[config.mk]
export PLATFORM = sky130hd
export DESIGN_NAME = half_float_add_sub_flat
export DESIGN_NICKNAME = d
export VERILOG_FILES = /design/src/rtl/hfas_pkg.sv /design/src/rtl/hfas_in_if.sv /design/src/rtl/hfas_out_if.sv /design/src/rtl/half_float_add_sub.sv /design/src/rtl/hfas_align_add.sv /design/src/rtl/hfas_normalize.sv /design/src/flat_wrapper.sv
export SDC_FILE = /design/constraint.sdc
export NUM_CORES = 1
export LEC_CHECK = 0
export BUFFER_PORTS_ARGS = -buffer_cell sky130_fd_sc_hd__buf_2
export CAP_MARGIN = 10
export CORE_MARGIN = 4
export CORE_UTILIZATION = 61
export DETAILED_ROUTE_END_ITERATION = 12
export HOLD_SLACK_MARGIN = 0.03
export PLACE_DENSITY = 0.82
export SLEW_MARGIN = 20
export SYNTH_ARGS = -nofsm -noshare
export SYNTH_HDL_FRONTEND = slang
export SYNTH_SLANG_ARGS = --single-unit
[constraint.sdc]
create_clock -name clk -period 8.85 [get_ports clk]
set_input_delay 0.885 -clock clk [delete_from_list [all_inputs] [get_ports clk]]
set_output_delay 0.885 -clock clk [all_outputs]
set_load 0.02 [all_outputs]
[src/rtl/hfas_pkg.sv]
package hfas_pkg;

    localparam int HALF_W    = 16;
    localparam int EXP_W     = 5;
    localparam int FRAC_BITS = 10;
    localparam int MAG_W     = 12;
    localparam int SUM_W     = 13;
    localparam int EWIDE_W   = 7;

    localparam logic [HALF_W-1:0] SIGN_MASK  = 16'h8000;
    localparam logic [HALF_W-1:0] EXP_MASK   = 16'h7C00;
    localparam logic [HALF_W-1:0] FRAC_MASK  = 16'h03FF;
    localparam logic [HALF_W-1:0] HIDDEN_ONE = 16'h0400;

    localparam logic [EXP_W-1:0] EXP_MAX = 5'd31;

    localparam logic OP_ADD = 1'b0;
    localparam logic OP_SUB = 1'b1;

    typedef struct packed {
        logic signed [SUM_W-1:0] sum;
        logic [EXP_W-1:0]        exp;
    } align_t;

    typedef struct packed {
        logic [HALF_W-1:0] result;
        logic              range_error;
    } result_t;

endpackage

[src/rtl/hfas_in_if.sv]
interface hfas_in_if;
    import hfas_pkg::*;

    logic              valid;
    logic              ready;
    logic              op;
    logic [HALF_W-1:0] operand_a;
    logic [HALF_W-1:0] operand_b;

    modport source (output valid, output op, output operand_a, output operand_b,
                    input ready);
    modport sink   (input valid, input op, input operand_a, input operand_b,
                    output ready);
endinterface

[src/rtl/hfas_out_if.sv]
interface hfas_out_if;
    import hfas_pkg::*;

    logic              valid;
    logic              ready;
    logic [HALF_W-1:0] result;
    logic              range_error;

    modport source (output valid, output result, output range_error, input ready);
    modport sink   (input valid, input result, input range_error, output ready);
endinterface

[src/rtl/half_float_add_sub.sv]
// Half-precision adder/subtractor (1 sign, 5 exponent, 10 fraction bits).
// Channel "operands" (sink): op (0 add, 1 subtract), operand_a, operand_b.
// Channel "results" (source): result, range_error.
// A transfer happens on a rising clk edge with valid and ready both high.
// Operands go into an input register; alignment, add and normalization run
// combinationally into the result register. A transfer loads the input
// register, then the result register loads from it when free and offers it.
// Throughput: one item per cycle while the receiver keeps ready high.
// No denormals or specials; a zero sum gives +0, exponents outside 0..31
// saturate and set range_error. Fraction is truncated.
// Reset (rst_n low, asynchronous) empties both registers; nothing is offered.
// When the receiver holds ready low the result register holds, the input
// register still takes one more item if it is empty, and then operands.ready drops.
module half_float_add_sub (
    input  logic       clk,
    input  logic       rst_n,
    hfas_in_if.sink    operands,
    hfas_out_if.source results
);
    import hfas_pkg::*;

    logic              in_valid_reg;
    logic              op_reg;
    logic [HALF_W-1:0] a_reg;
    logic [HALF_W-1:0] b_reg;
    logic              out_valid_reg;
    result_t           res_reg;
    align_t            aligned;
    result_t           res_next;
    logic              out_free;
    logic              in_free;

    assign out_free = !out_valid_reg || results.ready;
    assign in_free  = !in_valid_reg || out_free;

    assign operands.ready      = in_free;
    assign results.valid       = out_valid_reg;
    assign results.result      = res_reg.result;
    assign results.range_error = res_reg.range_error;

    hfas_align_add u_align (
        .op        (op_reg),
        .operand_a (a_reg),
        .operand_b (b_reg),
        .aligned   (aligned)
    );

    hfas_normalize u_norm (
        .aligned (aligned),
        .res     (res_next)
    );

    always_ff @(posedge clk or negedge rst_n)
    begin
        if (!rst_n)
        begin
            in_valid_reg  <= 1'b0;
            out_valid_reg <= 1'b0;
        end
        else
        begin
            if (in_free)
            begin
                in_valid_reg <= operands.valid;
            end
            if (out_free)
            begin
                out_valid_reg <= in_valid_reg;
            end
        end
    end

    always_ff @(posedge clk)
    begin
        if (in_free && operands.valid)
        begin
            op_reg <= operands.op;
            a_reg  <= operands.operand_a;
            b_reg  <= operands.operand_b;
        end
        if (out_free && in_valid_reg)
        begin
            res_reg <= res_next;
        end
    end

endmodule

[src/rtl/hfas_align_add.sv]
module hfas_align_add (
    input  logic                              op,
    input  logic [hfas_pkg::HALF_W-1:0]       operand_a,
    input  logic [hfas_pkg::HALF_W-1:0]       operand_b,
    output hfas_pkg::align_t                  aligned
);
    import hfas_pkg::*;

    logic [HALF_W-1:0]       b_eff;
    logic [EXP_W-1:0]        ea;
    logic [EXP_W-1:0]        eb;
    logic signed [MAG_W-1:0] ma;
    logic signed [MAG_W-1:0] mb;
    logic signed [MAG_W-1:0] va;
    logic signed [MAG_W-1:0] vb;

    always_comb
    begin
        b_eff = (op == OP_SUB) ? (operand_b ^ SIGN_MASK) : operand_b;
        ea = operand_a[HALF_W-2:FRAC_BITS];
        eb = b_eff[HALF_W-2:FRAC_BITS];
        ma = $signed(MAG_W'((operand_a & FRAC_MASK) | HIDDEN_ONE));
        mb = $signed(MAG_W'((b_eff & FRAC_MASK) | HIDDEN_ONE));
        va = operand_a[HALF_W-1] ? -ma : ma;
        vb = b_eff[HALF_W-1] ? -mb : mb;
        if (ea > eb)
        begin
            vb = vb >>> (ea - eb);
            aligned.exp = ea;
        end
        else
        begin
            va = va >>> (eb - ea);
            aligned.exp = eb;
        end
        aligned.sum = $signed({va[MAG_W-1], va}) + $signed({vb[MAG_W-1], vb});
    end

endmodule

[src/rtl/hfas_normalize.sv]
module hfas_normalize (
    input  hfas_pkg::align_t  aligned,
    output hfas_pkg::result_t res
);
    import hfas_pkg::*;

    logic                      sign;
    logic [SUM_W-1:0]          neg;
    logic [MAG_W-1:0]          mag;
    logic [3:0]                lead;
    logic [MAG_W-1:0]          shifted;
    logic [FRAC_BITS-1:0]      frac;
    logic signed [EWIDE_W-1:0] e_wide;
    logic [EXP_W-1:0]          e_sat;
    logic                      err;

    always_comb
    begin
        sign = aligned.sum[SUM_W-1];
        neg = -aligned.sum;
        mag = sign ? neg[MAG_W-1:0] : aligned.sum[MAG_W-1:0];
        lead = '0;
        for (int i = 0; i < MAG_W; i++)
        begin
            if (mag[i])
            begin
                lead = 4'(i);
            end
        end
        shifted = '0;
        if (lead == 4'(FRAC_BITS + 1))
        begin
            frac = mag[FRAC_BITS:1];
        end
        else
        begin
            shifted = mag << (4'(FRAC_BITS) - lead);
            frac = shifted[FRAC_BITS-1:0];
        end
        e_wide = $signed({2'b00, aligned.exp}) + $signed({3'b000, lead})
                 - EWIDE_W'(FRAC_BITS);
        err = 1'b0;
        if (e_wide < 0)
        begin
            e_sat = '0;
            err = 1'b1;
        end
        else if (e_wide > $signed({2'b00, EXP_MAX}))
        begin
            e_sat = EXP_MAX;
            err = 1'b1;
        end
        else
        begin
            e_sat = e_wide[EXP_W-1:0];
        end
        if (aligned.sum == '0)
        begin
            res.result = '0;
            res.range_error = 1'b0;
        end
        else
        begin
            res.result = {sign, e_sat, frac};
            res.range_error = err;
        end
    end

endmodule
[src/flat_wrapper.sv]
// flat-port wrapper written by rule: the top's interface ports become plain ports
module half_float_add_sub_flat import hfas_pkg::*;
  (clk, rst_n, operands_valid, operands_op, operands_operand_a, operands_operand_b, operands_ready, results_valid, results_result, results_range_error, results_ready);
  hfas_in_if operands_i ();
  hfas_out_if results_i ();
  input  logic clk;
  input  logic rst_n;
  input wire logic [$bits(operands_i.valid)-1:0] operands_valid;
  input wire logic [$bits(operands_i.op)-1:0] operands_op;
  input wire logic [$bits(operands_i.operand_a)-1:0] operands_operand_a;
  input wire logic [$bits(operands_i.operand_b)-1:0] operands_operand_b;
  output wire logic [$bits(operands_i.ready)-1:0] operands_ready;
  output wire logic [$bits(results_i.valid)-1:0] results_valid;
  output wire logic [$bits(results_i.result)-1:0] results_result;
  output wire logic [$bits(results_i.range_error)-1:0] results_range_error;
  input wire logic [$bits(results_i.ready)-1:0] results_ready;
  assign operands_i.valid = operands_valid;
  assign operands_i.op = operands_op;
  assign operands_i.operand_a = operands_operand_a;
  assign operands_i.operand_b = operands_operand_b;
  assign operands_ready = operands_i.ready;
  assign results_valid = results_i.valid;
  assign results_result = results_i.result;
  assign results_range_error = results_i.range_error;
  assign results_i.ready = results_ready;
  half_float_add_sub u_core (.clk(clk), .rst_n(rst_n), .operands(operands_i), .results(results_i));
endmodule
==> summary.md, run 1 <==
| Metric | Value |
|---|---|
| Synthesized area | `5860 µm²` |
| CP Class | `register to register` |
| Max_cap viols | `0` |
| Area of the core | `9280 µm²` |
| Drc violations | `0` |
| Number of buffers added on ports | `55` |
| Largest net degree at the start of global routing | `34` |
| Clock transition at the registers of the reported paths | `0.10 ns` |
| Top cell types by occurrence after synthesis | `a21oi_1 (75), nand2_1 (60), nor2_1 (56), edfxtp_1 (50), o21ai_0 (49)` |
| Starting density of the core | `0.632` |
| Layout area overhead | `7.81%` |
| Lkg Pwr | `2.56 nW` |
| Count of flip-flops with a built-in enable after synthesis | `50` |
| Register bit total from synthesis | `52` |
| Pins over their slew limit | `0` |
| First-pass GRT wire length | `24200 µm` |
| Fin crit share | `0.917` |
| Crit-path slowest cell | `ha_1` |
| Final TNS setup | `0 ns` |
| Relative slew slack | `0.446` |
| Cell mode on critical path | `a21oi_1` |
| Clock buffer count from CTS | `5` |
| Register area share after synthesis | `0.265` |
| Critical Path RT | `8.91 ns` |
| Hold Path Class | `input pin to async pin` |
| Initial DRC count | `519` |
| Post-route minimum period | `8.12 ns` |
| CTS tree | `done` |
| Dpl cell area | `6210 µm²` |
| Ys async rst share | `0.0385` |
| GRT Util Overall | `0.264` |
| Hold Fails Final Rpt | `0` |
| Sequential Area | `1550 µm²` |
| Crit-path max cell delay | `0.74 ns` |
| Nets | `804` |
| Most common cell in the netlist | `a21oi_1` |
| Worst-margin pin slew | `0.823 ns` |
| Post-synthesis cell count | `689` |
| Status | `finished clean` |
| Post-Route WL | `14900 µm` |
| Yosys top cell by area | `edfxtp_1` |
| Clock Sinks | `52` |
| Diodes inserted | `0` |
| Fmax | `123 MHz` |
| H-Tree Depth | `2` |
| Peak supply drop | `275 µV` |
| Clock Skew | `0.0113 ns` |
| Synth Area per Inst | `8.51 µm²` |
| Skew-Pair Late Insertion Delay | `0.31 ns` |
| Syn_nets | `764` |
| DP HPWL | `11700 µm` |
| Hold Buf Count CTS | `0` |
| Final Wtd Congestion | `0.940` |
| Gr ovfl total | `0` |
| 1st-pass router iterations | `6` |
| Multi-input logic area | `4010 µm²` |
| Die width | `106 µm` |
| Power Total | `2.76 mW` |
| CTS max path bufs | `2` |
| Final Cell Area | `6320 µm²` |
| Hold_ws | `0.338 ns` |
| Final Util | `0.681` |
| Post-CTS sizing | `0` |
| Vias/cell | `6.42` |
| Rows | `35` |
| Antenna Nets Post-Route | `0` |
| Pwr Density | `437 nW/µm²` |
| Library cells used by synthesis | `89` |
| DR vias | `5515` |
| Root buf cell | `clkbuf_8` |
| Area share of the largest cell type after synthesis | `0.256` |
| Nature of the critical path endpoint | `register` |
| Arr. time, crit path | `8.18 ns` |
| CP Launch Type | `register` |
| Synth warnings | `0` |
| Top FF cell, synth | `edfxtp_1` |
| Largest cells by area after synthesis | `edfxtp_1 (26%), ha_1 (7.3%), a21oi_1 (6.4%), o21ai_0 (4.2%), xnor2_1 (4.2%)` |
| Drt wl/cell | `17.3 µm` |
| Vias in the first global route | `5272` |
| IO Pins | `56` |
| RSZ-0062 raised after global routing | `false` |
| Die Height | `106 µm` |
| Worst-path fanout max | `20` |
| Initial antenna violation count | `0` |
| Fillers | `806` |
| Final setup vio count | `0` |
| Layout cells sized above 1 | `0.167` |
| Post-CTS Setup Inserts | `0` |
| DIE AREA | `11200 µm²` |
## layout make-up
cell class	count	area share
clock buffers	5	0.0109
inverters	39	0.0232
well taps	129	0.0255
repair buffers	64	0.0542
flip-flops and latches	52	0.245
clock inverters	3	0.00732
multi-input cells	567	0.633
## path summary, 6_finish.rpt
kind	start	to	slack, ns	depth (start not counted)
hold / removal	rst_n	u_core.in_valid_reg	0.34	1
hold reg to reg	u_core.in_valid_reg	u_core.results.valid	0.51	1
max in group asynchronous	rst_n	u_core.in_valid_reg	8.42	1
min in group clk	u_core.in_valid_reg	u_core.results.valid	0.51	1
setup reg to reg	u_core.a_reg[0]	u_core.results.result[7]	0.73	31
setup / recovery	u_core.a_reg[0]	u_core.results.result[7]	0.73	31
## placed cells by master, fill, tap and decap left out, types with 8 or more instances in the layout
cell type  Yosys  final
a211oi_1      17     17
a21o_1        11     11
nand3_1       13     13
o22ai_1        9      9
o21ai_0       49     49
buf_4          1      9
mux2_2         8      8
nor3_1         9      9
and2_1         9      9
a31oi_1        8      8
mux2i_1       22     22
nor2_1        56     56
a21oi_1       75     75
nand2_1       60     60
inv_1         38     38
buf_2          2     55
ha_1          34     34
xnor2_1       28     28
edfxtp_1      50     50
xor2_1        17     17
nand2b_1      12     12
## worst max-delay path: cells and delay by family (launching register included)
| family | cells | cell delay [ns] |
|---|---|---|
| AOI/OAI and AO/OA | 12 | 2.72 |
| and+or+nand+nor | 9 | 2.16 |
| adders and majority gates | 3 | 1.43 |
| muxes | 3 | 0.61 |
| buffers and inverters | 4 | 0.51 |
| DFF | 1 | 0.45 |
## metrics by stage
| stage | worst slack, ns | cells |
|---|---|---|
| after floorplan | 1.58 | 689 |
| after global placement | 1.14 | 851 |
| after detailed placement | 0.855 | 851 |
| after CTS | 0.808 | 859 |
| after global routing | 0.0509 | 859 |
| final | 0.732 | 859 |
## power breakdown
| group | internal [mW] | leakage, nW | switching [mW] |
|---|---|---|---|
| Sequential | 0.368 | 0.502 | 0.0197 |
| Clock | 0.0859 | 0.0600 | 0.0849 |
| Combinational | 0.838 | 2.00 | 1.37 |
## logic make-up after synthesis
logic type	after synthesis	synth area share
XOR/XNOR	49	0.0783
multiplexers	34	0.0689
AND/OR/NAND/NOR	209	0.182
adder cells (fa/ha/maj)	38	0.0862
AO/OA/AOI/OAI	237	0.267
flip-flops	52	0.265
buffers and inverters	70	0.0525
## layer usage
layer  up-vias  GRT usage  share of wire
met3        54     0.0334          0.066
met5         -          0              0
met1      2521      0.314           0.40
met4         0      0.127          0.044
li1       2645          -              -
met2       295      0.470           0.49
Power figures use the tool's default switching activity.
==> run 2: changes to the inputs <==
--- a/config.mk
+++ b/config.mk
@@ -12,6 +12,7 @@
 export DETAILED_ROUTE_END_ITERATION = 12
 export HOLD_SLACK_MARGIN = 0.03
 export PLACE_DENSITY = 0.82
+export REMOVE_ABC_BUFFERS = 1
 export SLEW_MARGIN = 20
 export SYNTH_ARGS = -nofsm -noshare
 export SYNTH_HDL_FRONTEND = slang
==> run 2 against run 1 <==
  * Final area is 0.18% higher
  * Global-route usage increased by 1.8 points
  * Power is 0.28% higher
  * Wire length rose by 4.1%
  * Sequential power about the same
  * Via count is essentially flat
  * Core utilization increased by 0.12 points
  * Critical path depth increased by 1
  * Register-to-register slack got worse by 0.12 ns
  * Sequential share of layout area is essentially flat
  * Clock-buffer cell count is the same
  * Critical endpoint unchanged
  * Largest power group unchanged
==> summary.md, run 2 (synthesized netlist as in run 1, its figures left out) <==
| Metric | Value |
|---|---|
| GRT Util Overall | `0.282 (+0.0184)` |
| Net Sw Frac | `0.542 (+0.00997)` |
| Highest-count cells in the layout ignoring fill and taps | `a21oi_1 (75), nand2_1 (60), nor2_1 (56)` |
| Post-CTS sizing | `0 (unchanged)` |
| Hold_ws | `0.338 ns (+0.000293 ns)` |
| Gr ovfl total | `0 (unchanged)` |
| Pins over their slew limit | `0 (unchanged)` |
| Clock transition at the registers of the reported paths | `0.11 ns (about the same)` |
| Pwr Density | `438 nW/µm² (about the same)` |
| Final Util | `0.682 (+0.00121)` |
| DIE AREA | `11200 µm² (unchanged)` |
| Worst-path fanout max | `20 (unchanged)` |
| Layout area overhead | `8.00%` |
| Final setup vio count | `0 (unchanged)` |
| DP HPWL | `12300 µm (+4.6%)` |
| 1st-pass router iterations | `5 (-1)` |
| Sequential power share | `0.140 (about the same)` |
| Die Height | `106 µm (unchanged)` |
| IO Pins | `56 (unchanged)` |
| Vias in the first global route | `5269 (-0.057%)` |
| Initial DRC count | `566 (+9.1%)` |
| DP Cell Count | `855 (+0.47%)` |
| Lkg Pwr | `2.57 nW (+0.26%)` |
| Post-Route WL | `15500 µm (+4.1%)` |
| Rows | `35 (unchanged)` |
| Fillers | `756 (-6.2%)` |
| Nets | `808 (+0.50%)` |
| CP Class | `register to register` |
| Number of buffers added on ports | `55 (unchanged)` |
| Fmax | `121 MHz (-1.5%)` |
| Antenna Nets Post-Route | `0 (unchanged)` |
| Worst r2r src | `u_core.b_reg[0]` |
| Reg-to-reg endpoint | `u_core.results.result[7]` |
| Max_cap viols | `0 (unchanged)` |
| Clock buffer count from CTS | `5 (unchanged)` |
| Diodes inserted | `0 (unchanged)` |
| Drt wl/cell | `17.9 µm (+3.6%)` |
| Clock Skew | `0.00955 ns (-0.00179 ns)` |
| Hold Fails Final Rpt | `0 (unchanged)` |
| CP Launch Type | `register` |
| Relative slew slack | `0.454 (+0.00805)` |
| Post-route minimum period | `8.24 ns (+0.124 ns)` |
| Crit-path slowest cell | `ha_1` |
| Root buf cell | `clkbuf_8` |
| Crit-path max cell delay | `0.76 ns (+0.02 ns)` |
| Top delay family on crit path | `compound AO/OA/AOI/OAI gates` |
| Final TNS setup | `0 ns (unchanged)` |
| Area of the core | `9280 µm² (unchanged)` |
| Most common cell after layout, fill and taps aside | `a21oi_1` |
| Nature of the critical path endpoint | `register` |
| CTS tree | `done` |
| Clk network pwr share | `0.054 (-0.008)` |
| Largest net degree at the start of global routing | `34 (unchanged)` |
| Cell mode on critical path | `a21oi_1` |
| Initial antenna violation count | `0 (unchanged)` |
| Hold Buf Count CTS | `0 (unchanged)` |
| Drc violations | `0 (unchanged)` |
| Critical Path RT | `8.91 ns (about the same)` |
| Depth of the worst register-to-register path | `32 (+3.2%)` |
| Fin crit share | `0.931 (+0.0140)` |
| Fin cells | `863 (+0.47%)` |
| Skew-Pair Late Insertion Delay | `0.31 ns (about the same)` |
| Worst Path Buf+Inv | `4 (unchanged)` |
| Post-CTS Setup Inserts | `0 (unchanged)` |
| RSZ-0062 raised after global routing | `false` |
| Hold Path Class | `input pin to async pin` |
| Arr. time, crit path | `8.31 ns (+0.13 ns)` |
| R2R Setup Slk | `0.61 ns (-0.12 ns)` |
| Peak supply drop | `245 µV (-11%)` |
| Switching Power | `1.50 mW (+2.2%)` |
| Status | `finished clean` |
| CTS max path bufs | `2 (unchanged)` |
| Die width | `106 µm (unchanged)` |
| Worst-margin pin slew | `0.816 ns (-0.00725 ns)` |
| H-Tree Depth | `2 (unchanged)` |
| First-pass GRT wire length | `26000 µm (+7.8%)` |
| Layout cells sized above 1 | `0.172 (+0.00454)` |
| Vias/cell | `6.39 (-0.50%)` |
| Combinational Power Share | `0.806 (+0.008)` |
| Clock Sinks | `52 (unchanged)` |
| Starting density of the core | `0.632 (unchanged)` |
| Final Wtd Congestion | `0.953 (+1.5%)` |
| DR vias | `5513 (-0.036%)` |
| Power Internal | `1.27 mW (-1.9%)` |
## run 2: changes by cell type in the layout (fill, tap and decap cells not counted), sizes merged
| cell | previous run | this run |
|---|---|---|
| bufinv | 1 | 0 |
| buf | 64 | 68 |
| clkinvlp | 0 | 1 |
## run 2: how the worst max path moves through the flow
stage                     start                  endpoint  slack, ns  depth (start not counted)
2_1_floorplan  u_core.b_reg[11]  u_core.results.result[7]       1.42                         29
3_3_place_gp    u_core.a_reg[1]  u_core.results.result[7]       1.03                         28
3_5_place_dp    u_core.a_reg[1]  u_core.results.result[7]       0.75                         28
4_1_cts         u_core.b_reg[0]  u_core.results.result[7]       0.72                         32
5_1_grt         u_core.b_reg[0]  u_core.results.result[7]      0.004                         32
6_report        u_core.b_reg[0]  u_core.results.result[7]       0.61                         32
## run 2: area by class of cell
type,instances,area [µm²],area share
inverter,39,146,0.0231
tap,129,161,0.0255
multi-input combinational,567,4010,0.632
clock buffer,5,68.8,0.0109
sequential,52,1550,0.245
timing repair buffer,68,373,0.0589
clock inverter,3,27.5,0.00435
## run 2: metal layers
layer,GRT usage,share of wire
met4,0.0666,0.018
met1,0.403,0.44
met5,0,0
met2,0.451,0.45
met3,0.0449,0.095
## run 2: metrics by stage
step                power [mW]  worst slack (ns)  area [µm²]
global route              2.99           0.00409        6330
global placement          2.54              1.03        6240
CTS                       2.71             0.720        6330
finish                    2.77             0.608        6330
detailed placement        2.56             0.751        6240
floorplan                 2.06              1.42        5700
## run 2: power by group through the flow
stage	clock [mW]	combinational, mW	sequential, mW
finish	0.150	2.23	0.387
global placement	0	2.15	0.390
CTS	0.149	2.18	0.388
floorplan	0	1.62	0.444
detailed placement	0	2.16	0.393
global route	0.162	2.44	0.393
## run 2: worst reg2reg max path: cells and delay by family, from the launching register on
| kind | cells | cell delay [ns] |
|---|---|---|
| AO/OA/AOI/OAI | 14 | 2.47 |
| AND/OR/NAND/NOR | 8 | 2.25 |
| multiplexers | 2 | 0.54 |
| buffers and inverters | 4 | 0.61 |
| adder cells (fa/ha/maj) | 4 | 1.64 |
| flip-flops | 1 | 0.46 |
==> run 3: changes to the inputs <==
--- a/config.mk
+++ b/config.mk
@@ -5,6 +5,7 @@
 export SDC_FILE = /design/constraint.sdc
 export NUM_CORES = 1
 export LEC_CHECK = 0
+export ABC_AREA = 1
 export BUFFER_PORTS_ARGS = -buffer_cell sky130_fd_sc_hd__buf_2
 export CAP_MARGIN = 10
 export CORE_MARGIN = 4
==> run 3 against run 2 <==
  * Cell count grew 6.0%
  * Critical endpoint is now u_core.results.result[14]
  * Synthesized cell count grew 11%
  * Sequential cell count is the same
  * Clock skew grew 0.00099 ns
  * Sequential share of layout area grew 2.4 points
  * Largest cell class unchanged
==> summary.md, run 3 <==
| Metric | Value |
|---|---|
| Diodes inserted | `0 (unchanged)` |
| Initial DRC count | `432 (-24%)` |
| Relative slew slack | `0.444 (-0.0102)` |
| Clock Sinks | `52 (unchanged)` |
| Nets | `884 (+9.4%)` |
| Drc violations | `0 (unchanged)` |
| Cell mode on critical path | `inv_1` |
| Worst r2r src | `u_core.b_reg[10]` |
| Ys async rst share | `0.0385 (unchanged)` |
| Top FF cell, synth | `edfxtp_1` |
| Area of the core | `8340 µm² (-10%)` |
| Largest cells by area after synthesis | `edfxtp_1 (28%), nand2_1 (14%), ha_1 (8.0%), inv_1 (7.9%), o21ai_0 (7.0%)` |
| Fillers | `709 (-6.2%)` |
| Synth warnings | `0 (unchanged)` |
| Die width | `101 µm (-4.3%)` |
| Most common cell after layout, fill and taps aside | `nand2_1` |
| Clock transition at the registers of the reported paths | `0.11 ns (about the same)` |
| DIE AREA | `10300 µm² (-8.5%)` |
| Hold Path Class | `input pin to async pin` |
| Top delay family on crit path | `adder cells` |
| CP Class | `register to register` |
| CP Launch Type | `register` |
| Crit-path max cell delay | `0.70 ns (-0.06 ns)` |
| Highest-count cells in the layout ignoring fill and taps | `nand2_1 (192), inv_1 (111), o21ai_0 (74)` |
| Multi-input logic area | `3250 µm² (-19%)` |
| Number of buffers added on ports | `55 (unchanged)` |
| Fin crit share | `0.820 (-0.111)` |
| Status | `finished clean` |
| Top cell types by occurrence after synthesis | `nand2_1 (192), inv_1 (112), o21ai_0 (74), nand3_1 (61), nor2_1 (51)` |
| Area share of the largest cell type after synthesis | `0.282 (+0.0259)` |
| Largest net degree at the start of global routing | `34 (unchanged)` |
| Synthesized area | `5330 µm² (-9.2%)` |
| Gr ovfl total | `0 (unchanged)` |
| CTS max path bufs | `2 (unchanged)` |
| Register area share after synthesis | `0.291 (+0.0267)` |
| Yosys top cell by area | `edfxtp_1` |
| Critical Path RT | `9.03 ns (+0.12 ns)` |
| Final setup vio count | `0 (unchanged)` |
| 1st-pass router iterations | `5 (unchanged)` |
| Worst-margin pin slew | `0.826 ns (+0.0105 ns)` |
| Pins over their slew limit | `0 (unchanged)` |
| Arr. time, crit path | `7.43 ns (-0.88 ns)` |
| Worst-path fanout max | `24 (+20%)` |
| DP HPWL | `11100 µm (-9.6%)` |
| Initial antenna violation count | `0 (unchanged)` |
| Post-CTS sizing | `0 (unchanged)` |
| Hold Buf Count CTS | `0 (unchanged)` |
| Clock buffer count from CTS | `5 (unchanged)` |
| Final TNS setup | `0 ns (unchanged)` |
| Layout cells sized above 1 | `0.127 (-0.0445)` |
| Sequential Area | `1550 µm² (unchanged)` |
| Drt wl/cell | `15.0 µm (-16%)` |
| Antenna Nets Post-Route | `0 (unchanged)` |
| Final Wtd Congestion | `1.01 (+5.6%)` |
| Skew-Pair Late Insertion Delay | `0.32 ns (about the same)` |
| Dpl cell area | `5650 µm² (-9.4%)` |
| Post-Route WL | `13700 µm (-11%)` |
| Max_cap viols | `0 (unchanged)` |
| H-Tree Depth | `2 (unchanged)` |
| Vias/cell | `5.83 (-8.8%)` |
| Vias in the first global route | `5112 (-3.0%)` |
| Crit-path slowest cell | `ha_1` |
| Count of flip-flops with a built-in enable after synthesis | `50 (unchanged)` |
| Layout area overhead | `8.29%` |
| Clock Skew | `0.0105 ns (+0.000986 ns)` |
| Library cells used by synthesis | `48 (-46%)` |
| Synth Area per Inst | `6.98 µm² (-18%)` |
| DR vias | `5332 (-3.3%)` |
| Final Util | `0.692 (+0.00936)` |
| Die Height | `101 µm (-4.3%)` |
| Most common cell in the netlist | `nand2_1` |
| Nature of the critical path endpoint | `register` |
| Worst Path Buf+Inv | `9 (+5)` |
| Starting density of the core | `0.639 (+0.00694)` |
| Root buf cell | `clkbuf_8` |
| R2R Setup Slk | `1.59 ns (+0.98 ns)` |
| IO Pins | `56 (unchanged)` |
| Post-route minimum period | `7.26 ns (-0.983 ns)` |
| Final Cell Area | `5770 µm² (-8.9%)` |
| First-pass GRT wire length | `22900 µm (-12%)` |
| CTS tree | `done` |
| Hold Fails Final Rpt | `0 (unchanged)` |
| Post-synthesis cell count | `763 (+11%)` |
| Fmax | `138 MHz (+14%)` |
| Post-CTS Setup Inserts | `0 (unchanged)` |
| RSZ-0062 raised after global routing | `false` |
| Depth of the worst register-to-register path | `39 (+22%)` |
| Rows | `33 (-5.7%)` |
| GRT Util Overall | `0.276 (-0.00643)` |
| Reg-to-reg endpoint | `u_core.results.result[14]` |
| Register bit total from synthesis | `52 (unchanged)` |
| Crit path depth | `39 (+22%)` |
[run 3: cell count changes in the layout (fill, tap and decap cells not counted), moves of 16 or more]
cell,previous run,this run
a21oi_1,75,37
o21ai_0,49,74
inv_1,38,111
xnor2_1,28,12
nand2_1,60,192
nand3_1,13,61
a211oi_1,17,1
mux2i_1,22,3
[run 3: worst reg2reg max path, delay by kind of cell, from the launching register on]
family                   cells  cell delay, ns
adder cells (fa/ha/maj)      6            2.11
AO/OA/AOI/OAI                7            1.24
XOR/XNOR                     1            0.30
flip-flops                   1            0.40
buffers and inverters        9            1.23
AND/OR/NAND/NOR             16            1.83
[run 3: worst max path at each step]
| stage | start | to | slack (ns) |
|---|---|---|---|
| floorplan | u_core.a_reg[12] | u_core.results.result[12] | 2.98 |
| finish | u_core.b_reg[10] | u_core.results.result[14] | 1.59 |
| global route | u_core.b_reg[0] | u_core.results.result[13] | 0.93 |
| detailed placement | u_core.b_reg[10] | u_core.results.result[14] | 1.84 |
| CTS | u_core.b_reg[10] | u_core.results.result[13] | 1.78 |
| global placement | u_core.b_reg[10] | u_core.results.result[14] | 2.08 |
[run 3: logic make-up after synthesis]
family,synth area share
xor+xnor,0.0507
simple gates,0.287
buf+inv,0.0994
fa+ha+maj,0.0949
flops,0.291
compound gates,0.171
mux,0.00564
[run 3: layout make-up]
| cell class | instances | share of cell area |
|---|---|---|
| Inverter | 117 | 0.0766 |
| Tap cell | 105 | 0.0228 |
| Timing Repair Buffer | 56 | 0.0490 |
| Multi-Input combinational cell | 577 | 0.563 |
| Clock inverter | 3 | 0.00803 |
| Sequential cell | 52 | 0.269 |
| Clock buffer | 5 | 0.0119 |
[run 3: per-stage QoR]
stage	instances	setup slack [ns]	hold WS [ns]
after floorplan	746	2.98	0.447
after global placement	907	2.08	0.469
after detailed placement	907	1.84	0.479
after CTS	915	1.78	0.331
after global routing	915	0.933	0.315
final	915	1.59	0.334
[run 3: routing by layer]
layer / vias to the layer above / GRT usage / routed length, µm
met3: 24 / 0.0317 / 769
met5: - / 0 / 0
met4: 0 / 0.0808 / 270
met2: 213 / 0.485 / 6810
met1: 2463 / 0.356 / 5880
li1: 2632 / - / -
Power of run 3 is left out: the tool's default activity adds up to more than one toggle a clock period on the data nets, which glitch-free logic cannot reach.
